$ cat src/design/sgbk_pkg.sv
package sgbk_pkg;

  localparam int IDX_W = 6;
  localparam int CNT_W = 7;

  // Commands from the controller to the datapath.
  typedef struct packed {
    logic load_item;
    logic idx_clr;
    logic idx_inc;
    logic set_ovf;
    logic rec_hit;
    logic rec_new;
    logic pfx_wr;
    logic sct_wr;
    logic item_ld;
    logic grp_ld;
    logic emit;
    logic out_ld;
    logic list_clr;
  } cmd_t;

  // Status from the datapath to the controller.
  typedef struct packed {
    logic full;
    logic gc_zero;
    logic last_q;
    logic match;
    logic end_grp;
    logic end_item;
    logic out_free;
  } sts_t;

endpackage

$ cat src/design/sgbk_ram.sv
module sgbk_ram #(
  parameter int WIDTH = 8,
  parameter int DEPTH = 64
) (
  input  logic                     clk,
  input  logic                     we,
  input  logic [$clog2(DEPTH)-1:0] waddr,
  input  logic [WIDTH-1:0]         wdata,
  input  logic [$clog2(DEPTH)-1:0] raddr,
  output logic [WIDTH-1:0]         rdata
);

  logic [WIDTH-1:0] mem [DEPTH];

  always_ff @(posedge clk) begin
    if (we) begin
      mem[waddr] <= wdata;
    end
    rdata <= mem[raddr];
  end

endmodule

$ cat src/design/sgbk_ctrl.sv
module sgbk_ctrl import sgbk_pkg::*; (
  input  logic clk,
  input  logic rst,
  input  logic in_valid,
  input  sts_t sts,
  output logic in_stall,
  output cmd_t cmd
);

  typedef enum logic [12:0] {
    S_IDLE     = 13'b0000000000001,
    S_CHECK    = 13'b0000000000010,
    S_SCAN_RD  = 13'b0000000000100,
    S_SCAN_CMP = 13'b0000000001000,
    S_PFX_RD   = 13'b0000000010000,
    S_PFX_WR   = 13'b0000000100000,
    S_SCT_TAG  = 13'b0000001000000,
    S_SCT_CUR  = 13'b0000010000000,
    S_SCT_WR   = 13'b0000100000000,
    S_EM_PERM  = 13'b0001000000000,
    S_EM_TAG   = 13'b0010000000000,
    S_EM_GRP   = 13'b0100000000000,
    S_EM_OUT   = 13'b1000000000000
  } state_t;

  state_t state, state_next;

  always_ff @(posedge clk) begin
    if (rst) begin
      state <= S_IDLE;
    end else begin
      state <= state_next;
    end
  end

  always_comb begin
    cmd        = '0;
    state_next = state;
    in_stall   = (state != S_IDLE);
    unique case (state)
      S_IDLE: begin
        if (in_valid) begin
          cmd.load_item = 1'b1;
          cmd.idx_clr   = 1'b1;
          state_next    = S_CHECK;
        end
      end
      S_CHECK: begin
        priority if (sts.full) begin
          // drop the beat, keep the list open unless it closes here
          cmd.set_ovf = 1'b1;
          if (sts.last_q) begin
            cmd.idx_clr = 1'b1;
            state_next  = S_PFX_RD;
          end else begin
            state_next = S_IDLE;
          end
        end else if (sts.gc_zero) begin
          cmd.rec_new = 1'b1;
          if (sts.last_q) begin
            cmd.idx_clr = 1'b1;
            state_next  = S_PFX_RD;
          end else begin
            state_next = S_IDLE;
          end
        end else begin
          state_next = S_SCAN_RD;
        end
      end
      S_SCAN_RD: begin
        state_next = S_SCAN_CMP;
      end
      S_SCAN_CMP: begin
        priority if (sts.match || sts.end_grp) begin
          cmd.rec_hit = sts.match;
          cmd.rec_new = !sts.match;
          if (sts.last_q) begin
            cmd.idx_clr = 1'b1;
            state_next  = S_PFX_RD;
          end else begin
            state_next = S_IDLE;
          end
        end else begin
          cmd.idx_inc = 1'b1;
          state_next  = S_SCAN_RD;
        end
      end
      S_PFX_RD: begin
        state_next = S_PFX_WR;
      end
      S_PFX_WR: begin
        cmd.pfx_wr  = 1'b1;
        cmd.idx_inc = 1'b1;
        if (sts.end_grp) begin
          cmd.idx_clr = 1'b1;
          state_next  = S_SCT_TAG;
        end else begin
          state_next = S_PFX_RD;
        end
      end
      S_SCT_TAG: begin
        state_next = S_SCT_CUR;
      end
      S_SCT_CUR: begin
        cmd.grp_ld = 1'b1;
        state_next = S_SCT_WR;
      end
      S_SCT_WR: begin
        cmd.sct_wr  = 1'b1;
        cmd.idx_inc = 1'b1;
        if (sts.end_item) begin
          cmd.idx_clr = 1'b1;
          state_next  = S_EM_PERM;
        end else begin
          state_next = S_SCT_TAG;
        end
      end
      S_EM_PERM: begin
        cmd.emit   = 1'b1;
        state_next = S_EM_TAG;
      end
      S_EM_TAG: begin
        cmd.emit    = 1'b1;
        cmd.item_ld = 1'b1;
        state_next  = S_EM_GRP;
      end
      S_EM_GRP: begin
        cmd.emit   = 1'b1;
        cmd.grp_ld = 1'b1;
        state_next = S_EM_OUT;
      end
      S_EM_OUT: begin
        cmd.emit = 1'b1;
        if (sts.out_free) begin
          cmd.out_ld  = 1'b1;
          cmd.idx_inc = 1'b1;
          if (sts.end_item) begin
            cmd.list_clr = 1'b1;
            state_next   = S_IDLE;
          end else begin
            state_next = S_EM_PERM;
          end
        end
      end
      default: begin
        state_next = S_IDLE;
      end
    endcase
  end

endmodule

$ cat src/design/sgbk_dp.sv
module sgbk_dp import sgbk_pkg::*; #(
  parameter int MAX_ITEMS = 64,
  parameter int KEY_BITS  = 32
) (
  input  logic               clk,
  input  logic               rst,
  input  logic signed [31:0] query_key,
  input  logic               last,
  input  cmd_t               cmd,
  output sts_t               sts,
  input  logic               out_stall,
  output logic               out_valid,
  output logic [IDX_W-1:0]   item_index,
  output logic [IDX_W-1:0]   group_index,
  output logic [IDX_W-1:0]   group_start,
  output logic [CNT_W-1:0]   group_size,
  output logic [CNT_W-1:0]   group_total,
  output logic               overflow,
  output logic               last_out
);

  localparam int AW = $clog2(MAX_ITEMS);
  localparam int CW = $clog2(MAX_ITEMS + 1);

  logic signed [63:0] key_ext;
  logic [KEY_BITS-1:0] key_q;
  logic                last_q;
  logic [CW-1:0]       ic;
  logic [CW-1:0]       gc;
  logic                ovf;
  logic [CW-1:0]       idx;
  logic [CW-1:0]       acc;
  logic [AW-1:0]       grp_q;
  logic [AW-1:0]       item_q;

  logic [KEY_BITS-1:0] key_rd;
  logic [CW-1:0]       size_rd;
  logic [AW-1:0]       tag_rd;
  logic [AW-1:0]       off_rd;
  logic [AW-1:0]       cur_rd;
  logic [AW-1:0]       perm_rd;

  logic [AW-1:0]       emit_addr;
  logic [AW-1:0]       size_raddr;
  logic [AW-1:0]       tag_raddr;
  logic [AW-1:0]       size_waddr;
  logic [CW-1:0]       size_wdata;
  logic [AW-1:0]       tag_wdata;
  logic [AW-1:0]       cur_waddr;
  logic [AW-1:0]       cur_wdata;

  assign key_ext = 64'(query_key);

  always_ff @(posedge clk) begin
    if (cmd.load_item) begin
      key_q  <= key_ext[KEY_BITS-1:0];
      last_q <= last;
    end
    if (cmd.item_ld) begin
      item_q <= perm_rd;
    end
    if (cmd.grp_ld) begin
      grp_q <= tag_rd;
    end
  end

  always_ff @(posedge clk) begin
    if (rst) begin
      ic  <= '0;
      gc  <= '0;
      ovf <= 1'b0;
      idx <= '0;
      acc <= '0;
    end else begin
      if (cmd.list_clr) begin
        ic  <= '0;
        gc  <= '0;
        ovf <= 1'b0;
      end else begin
        if (cmd.rec_hit || cmd.rec_new) begin
          ic <= ic + CW'(1);
        end
        if (cmd.rec_new) begin
          gc <= gc + CW'(1);
        end
        if (cmd.set_ovf) begin
          ovf <= 1'b1;
        end
      end
      if (cmd.idx_clr) begin
        idx <= '0;
        acc <= '0;
      end else begin
        if (cmd.idx_inc) begin
          idx <= idx + CW'(1);
        end
        if (cmd.pfx_wr) begin
          acc <= acc + size_rd;
        end
      end
    end
  end

  // Emission reads offset and size at the group of the current slot.
  assign emit_addr  = cmd.grp_ld ? tag_rd : grp_q;
  assign size_raddr = cmd.emit ? emit_addr : idx[AW-1:0];
  assign tag_raddr  = cmd.emit ? perm_rd : idx[AW-1:0];
  assign size_waddr = cmd.rec_hit ? idx[AW-1:0] : gc[AW-1:0];
  assign size_wdata = cmd.rec_hit ? size_rd + CW'(1) : CW'(1);
  assign tag_wdata  = cmd.rec_hit ? idx[AW-1:0] : gc[AW-1:0];
  assign cur_waddr  = cmd.pfx_wr ? idx[AW-1:0] : grp_q;
  assign cur_wdata  = cmd.pfx_wr ? acc[AW-1:0] : cur_rd + AW'(1);

  sgbk_ram #(.WIDTH(KEY_BITS), .DEPTH(MAX_ITEMS)) u_key_ram (
    .clk   (clk),
    .we    (cmd.rec_new),
    .waddr (gc[AW-1:0]),
    .wdata (key_q),
    .raddr (idx[AW-1:0]),
    .rdata (key_rd)
  );

  sgbk_ram #(.WIDTH(CW), .DEPTH(MAX_ITEMS)) u_size_ram (
    .clk   (clk),
    .we    (cmd.rec_hit || cmd.rec_new),
    .waddr (size_waddr),
    .wdata (size_wdata),
    .raddr (size_raddr),
    .rdata (size_rd)
  );

  sgbk_ram #(.WIDTH(AW), .DEPTH(MAX_ITEMS)) u_tag_ram (
    .clk   (clk),
    .we    (cmd.rec_hit || cmd.rec_new),
    .waddr (ic[AW-1:0]),
    .wdata (tag_wdata),
    .raddr (tag_raddr),
    .rdata (tag_rd)
  );

  sgbk_ram #(.WIDTH(AW), .DEPTH(MAX_ITEMS)) u_off_ram (
    .clk   (clk),
    .we    (cmd.pfx_wr),
    .waddr (idx[AW-1:0]),
    .wdata (acc[AW-1:0]),
    .raddr (emit_addr),
    .rdata (off_rd)
  );

  sgbk_ram #(.WIDTH(AW), .DEPTH(MAX_ITEMS)) u_cur_ram (
    .clk   (clk),
    .we    (cmd.pfx_wr || cmd.sct_wr),
    .waddr (cur_waddr),
    .wdata (cur_wdata),
    .raddr (tag_rd),
    .rdata (cur_rd)
  );

  sgbk_ram #(.WIDTH(AW), .DEPTH(MAX_ITEMS)) u_perm_ram (
    .clk   (clk),
    .we    (cmd.sct_wr),
    .waddr (cur_rd),
    .wdata (idx[AW-1:0]),
    .raddr (idx[AW-1:0]),
    .rdata (perm_rd)
  );

  // Output register: hold the beat until the sink takes it.
  always_ff @(posedge clk) begin
    if (rst) begin
      out_valid <= 1'b0;
    end else if (cmd.out_ld) begin
      out_valid <= 1'b1;
    end else if (!out_stall) begin
      out_valid <= 1'b0;
    end
  end

  always_ff @(posedge clk) begin
    if (cmd.out_ld) begin
      item_index  <= IDX_W'(item_q);
      group_index <= IDX_W'(grp_q);
      group_start <= IDX_W'(off_rd);
      group_size  <= CNT_W'(size_rd);
      group_total <= CNT_W'(gc);
      overflow    <= ovf;
      last_out    <= sts.end_item;
    end
  end

  assign sts.full     = (ic >= CW'(MAX_ITEMS));
  assign sts.gc_zero  = (gc == '0);
  assign sts.last_q   = last_q;
  assign sts.match    = (key_rd == key_q);
  assign sts.end_grp  = ((idx + CW'(1)) == gc);
  assign sts.end_item = ((idx + CW'(1)) == ic);
  assign sts.out_free = !out_valid || !out_stall;

endmodule

$ cat src/design/stable_group_by_key.sv
// Record: an item is loaded, checked, then compared group by group to the hit (all on a miss);
// the compare walks the key memory through its single read port, a read then a compare per group.
// Close: after the last item, prefix sums run over the groups and a scatter runs over the items,
// then results leave one at a time (perm, tag, group reads, then a load that waits out stalls).
// Reset: rst is synchronous, active high; counters, overflow flag and output valid clear,
// the memories keep their contents and need no clearing pass.
module stable_group_by_key import sgbk_pkg::*; #(
  parameter int MAX_ITEMS = 64,
  parameter int KEY_BITS  = 32
) (
  input  logic               clk,
  input  logic               rst,
  input  logic               in_valid,
  output logic               in_stall,
  input  logic signed [31:0] query_key,
  input  logic               last,
  output logic               out_valid,
  input  logic               out_stall,
  output logic [IDX_W-1:0]   item_index,
  output logic [IDX_W-1:0]   group_index,
  output logic [IDX_W-1:0]   group_start,
  output logic [CNT_W-1:0]   group_size,
  output logic [CNT_W-1:0]   group_total,
  output logic               overflow,
  output logic               last_out
);

  cmd_t cmd;
  sts_t sts;

  sgbk_ctrl u_ctrl (
    .clk      (clk),
    .rst      (rst),
    .in_valid (in_valid),
    .sts      (sts),
    .in_stall (in_stall),
    .cmd      (cmd)
  );

  sgbk_dp #(.MAX_ITEMS(MAX_ITEMS), .KEY_BITS(KEY_BITS)) u_dp (
    .clk         (clk),
    .rst         (rst),
    .query_key   (query_key),
    .last        (last),
    .cmd         (cmd),
    .sts         (sts),
    .out_stall   (out_stall),
    .out_valid   (out_valid),
    .item_index  (item_index),
    .group_index (group_index),
    .group_start (group_start),
    .group_size  (group_size),
    .group_total (group_total),
    .overflow    (overflow),
    .last_out    (last_out)
  );

endmodule

$ cat config.mk
export PLATFORM = sky130hd
export DESIGN_NAME = stable_group_by_key
export DESIGN_NICKNAME = d
export VERILOG_FILES = /design/src/design/sgbk_pkg.sv /design/src/design/sgbk_ram.sv /design/src/design/sgbk_ctrl.sv /design/src/design/sgbk_dp.sv /design/src/design/stable_group_by_key.sv
export SDC_FILE = /design/constraint.sdc
export NUM_CORES = 2
export LEC_CHECK = 0
export BUFFER_PORTS_ARGS = -buffer_cell sky130_fd_sc_hd__buf_4
export CAP_MARGIN = 20
export CORE_UTILIZATION = 45
export CTS_CLUSTER_SIZE = 14
export DETAILED_ROUTE_END_ITERATION = 7
export PLACE_DENSITY = 0.74
export SLEW_MARGIN = 20
export SYNTH_ARGS = -nofsm -noshare
export SYNTH_HDL_FRONTEND = slang
export SYNTH_SLANG_ARGS = --single-unit
$ cat constraint.sdc
create_clock -name clk -period 5.3 [get_ports clk]
set_clock_uncertainty 0.1 [all_clocks]
set_input_delay 0.795 -clock clk [delete_from_list [all_inputs] [get_ports clk]]
set_output_delay 0.795 -clock clk [all_outputs]
set_load 0.05 [all_outputs]
==> flow_metrics.tcl <==
set metrics [dict create \
    root_buffer "clkbuf_16" \
    cts_max_path_buffers 4 \
    avgSynthCellArea_um2 16.69 \
    yosys.area.top_type_share_pct 77.54 \
    p_int_uw 51960 \
    clk_latency_ps 980 \
    outcome "finished, final reports clean" \
    rsz0062_at_grt "no" \
    tns_ps 0 \
    grt_pass1_vias 93312 \
    p_comb_share_pct 1.3 \
    async_flop_share_pct 0 \
    core_mm2 0.3505 \
    clkSlewWorstSetupHoldPaths_ps 60 \
    p_seq_share_pct 56.3 \
    slew_headroom_pct 25.50 \
    totalWireLength_um 453900 \
    grt_overflow_total 0 \
    yosysWarnings 0 \
    switchingPower_uw 13030 \
    power_density_mw_per_mm2 356.4 \
    place.gp.congestion 0.9149 \
    antenna_left 0 \
    synthCells 9525 \
    min_period_over_period_pct 86.78 \
    drt_first_iter_violations 16197 \
    cts_setup_buffers 0 \
    synth.yosys.seq_area_share_pct 78.93 \
    viasPerCell 6.440 \
    synth_edf_count 4105 \
    drtPass1Iterations 6 \
    clock.fmax_mhz 217.4 \
    pwr-share-clk_pct 42.4 \
    cts_sinks 4216 \
    die_height_um 596.4 \
    synth_nets 9575 \
    fin_util_pct 52.03 \
    ys_types 88 \
    grt_pass1_wl_um 649200 \
    drv_cap 0 \
    cts_buffers 399 \
    track_usage_pct 24.76 \
    htreeDepth 5 \
    io_buffers 72 \
    floorplan.initialDensity_pct 45.36 \
    dp_hpwl_um 267800 \
    area_growth_pct 14.71 \
    required_ps 6050 \
    dominantRegCellSynth "edfxtp_1" \
    min_path_type "in -> reg" \
    io_pins 73 \
    antenna_found_initial 15 \
    min_period_ps 4599 \
    setup_viol 0 \
    drc 0 \
    worstMarginPinSlew_ps 1114 \
    grt_max_degree 175 \
    swShare_pct 20.05 \
    synth_top_area_cell "edfxtp_1" \
    fin_nets 10018 \
    worstPathArrival_ps 5350 \
    cp-start-kind "flip-flop" \
    wl_per_cell_um 30.25 \
    leakage_uw 0.05662 \
    ys_seq_elements 4216 \
    cts_tree "yes" \
    hold_viol 0 \
    crit_type "reg -> reg" \
    endpoint_kind "flip-flop" \
    cp_max_fo 59 \
    fin_cells 15004 \
    ir_worst_vdd_uv 288.2 \
    routed-via-count 96625 \
    drive_gt1_share_pct 14.81 \
    slew_viol_final 0 \
    num_rows 217 \
    die_w_um 596.4 \
    place_inst 14242 \
    synth_area_leaders "edfxtp_1, a22oi_1, nand2_1, mux4_2, a221oi_1" \
    synth.cell_area_mm2 0.1590 \
    die-area_mm2 0.3557 \
]
## Yosys cell counts (84+ instances only)
library cell and n:
a21oi_1 130, a221oi_1 277, a31oi_1 319, dfxtp_1 111, a22oi_1 696, buf_1 121
nor2_1 479, a311oi_1 86, nand4_1 89, edfxtp_1 4105, a22o_1 243, nand2_1 945
mux2i_1 91, a211oi_1 102, buf_2 84, clkbuf_1 388, mux4_2 133, and3_1 104
nand3_1 411
## what timing repair did
action,CTS,global route
hold buffers,33,0
resized for setup,0,0
hold endpoints to repair,33,0
## cell usage in the layout (no fill, tap or decap), types with 72 or more instances in the layout
cell type,instances
mux2i_1,87
a211oi_1,102
nor2_4,72
nand2_1,938
nand4_1,89
and3_1,103
buf_12,135
a31oi_1,319
a22oi_1,696
mux4_2,133
nor2_1,403
buf_4,488
a21oi_1,128
nand3_1,410
a221oi_1,277
clkbuf_16,401
clkbuf_1,103
dfxtp_1,96
clkinv_2,79
a22o_1,243
a311oi_1,86
edfxtp_1,4105
## per-layer routing
layer	up-vias	routed length (µm)	track usage, %	share of wire [%]
li1	39392	-	-	-
met1	48184	163000	33.45	36
met2	7762	207100	38.39	46
met3	1277	61940	6.057	14
met4	10	21760	10.59	4.8
met5	-	69	0	0.015
## area by class of cell
cell class                      instances  area [µm²]
Inverter                               35       135.1
Clock inverter                        203        1814
Multi-Input combinational cell       4659       31630
Tap cell                             4708        5891
Sequential cell                      4216      125500
Fill cell                           26887      168100
Timing Repair Buffer                  657        6708
Clock buffer                          521       10660
Antenna cell                            5       12.51
## stage by stage
stage,hold slack [ps],total power (µW),area (µm²),worst slack (ps)
CTS,0.9659,65090,182400,844.8
floorplan,285.5,37700,159000,29.99
finish,55.59,65000,182400,700.5
global placement,308.2,38060,169500,102.3
detailed placement,307.2,38100,169600,846.0
global route,59.75,66350,182400,552.3
## sequential cells by signal, summed over array words and instances, names as in the netlist, 7 cells and up
signal	cells
u_dp.u_key_ram.mem	2048
u_dp.u_size_ram.mem	448
u_dp.u_key_ram.rdata	32
u_dp.u_off_ram.mem	384
u_dp.u_tag_ram.mem	384
u_dp.u_size_ram.rdata	7
u_dp.group_total	7
u_ctrl.state	13
u_dp.ic	7
u_dp.key_q	32
u_dp.u_perm_ram.mem	384
u_dp.group_size	7
u_dp.gc	7
u_dp.u_cur_ram.mem	384
u_dp.idx	7
## logic make-up after synthesis
logic type	count (synthesis)	synth area share (%)
DFF	4216	78.93
and+or+nand+nor	2220	6.234
AOI/OAI and AO/OA	2084	9.865
buffers and inverters	650	1.672
muxes	259	2.706
xor gates and xnor gates	83	0.4832
adders and majority gates	13	0.1070
## power groups by stage
stage / clock network, µW / logic [µW] / registers [µW]
3_3_place_gp: 0 / 743 / 37300
6_report: 27600 / 831 / 36600
3_5_place_dp: 0 / 785 / 37300
5_1_grt: 28900 / 864 / 36600
2_1_floorplan: 0 / 221 / 37500
4_1_cts: 27700 / 808 / 36600
## critical path, stage by stage, from the launching register on
cell and delay, ps:
dfxtp_4 480, buf_4 610, nand2_1 410, nor2_4 870
buf_12 300, buf_4 490, a22oi_1 170, a31oi_1 620
nor4_1 220, nand3_1 150
## final timing paths
check | slack [ps] | from | depth (start not counted) | endpoint
min reg2reg | 320 | u_dp.item_q[4] | 0 | u_dp.item_index[4]
min | 60 | rst | 2 | u_dp.out_valid
max reg2reg | 700 | u_dp.idx[2] | 9 | u_dp.u_key_ram.rdata[12]
max | 700 | u_dp.idx[2] | 9 | u_dp.u_key_ram.rdata[12]
Note: power is estimated with default switching activity, not from simulation.
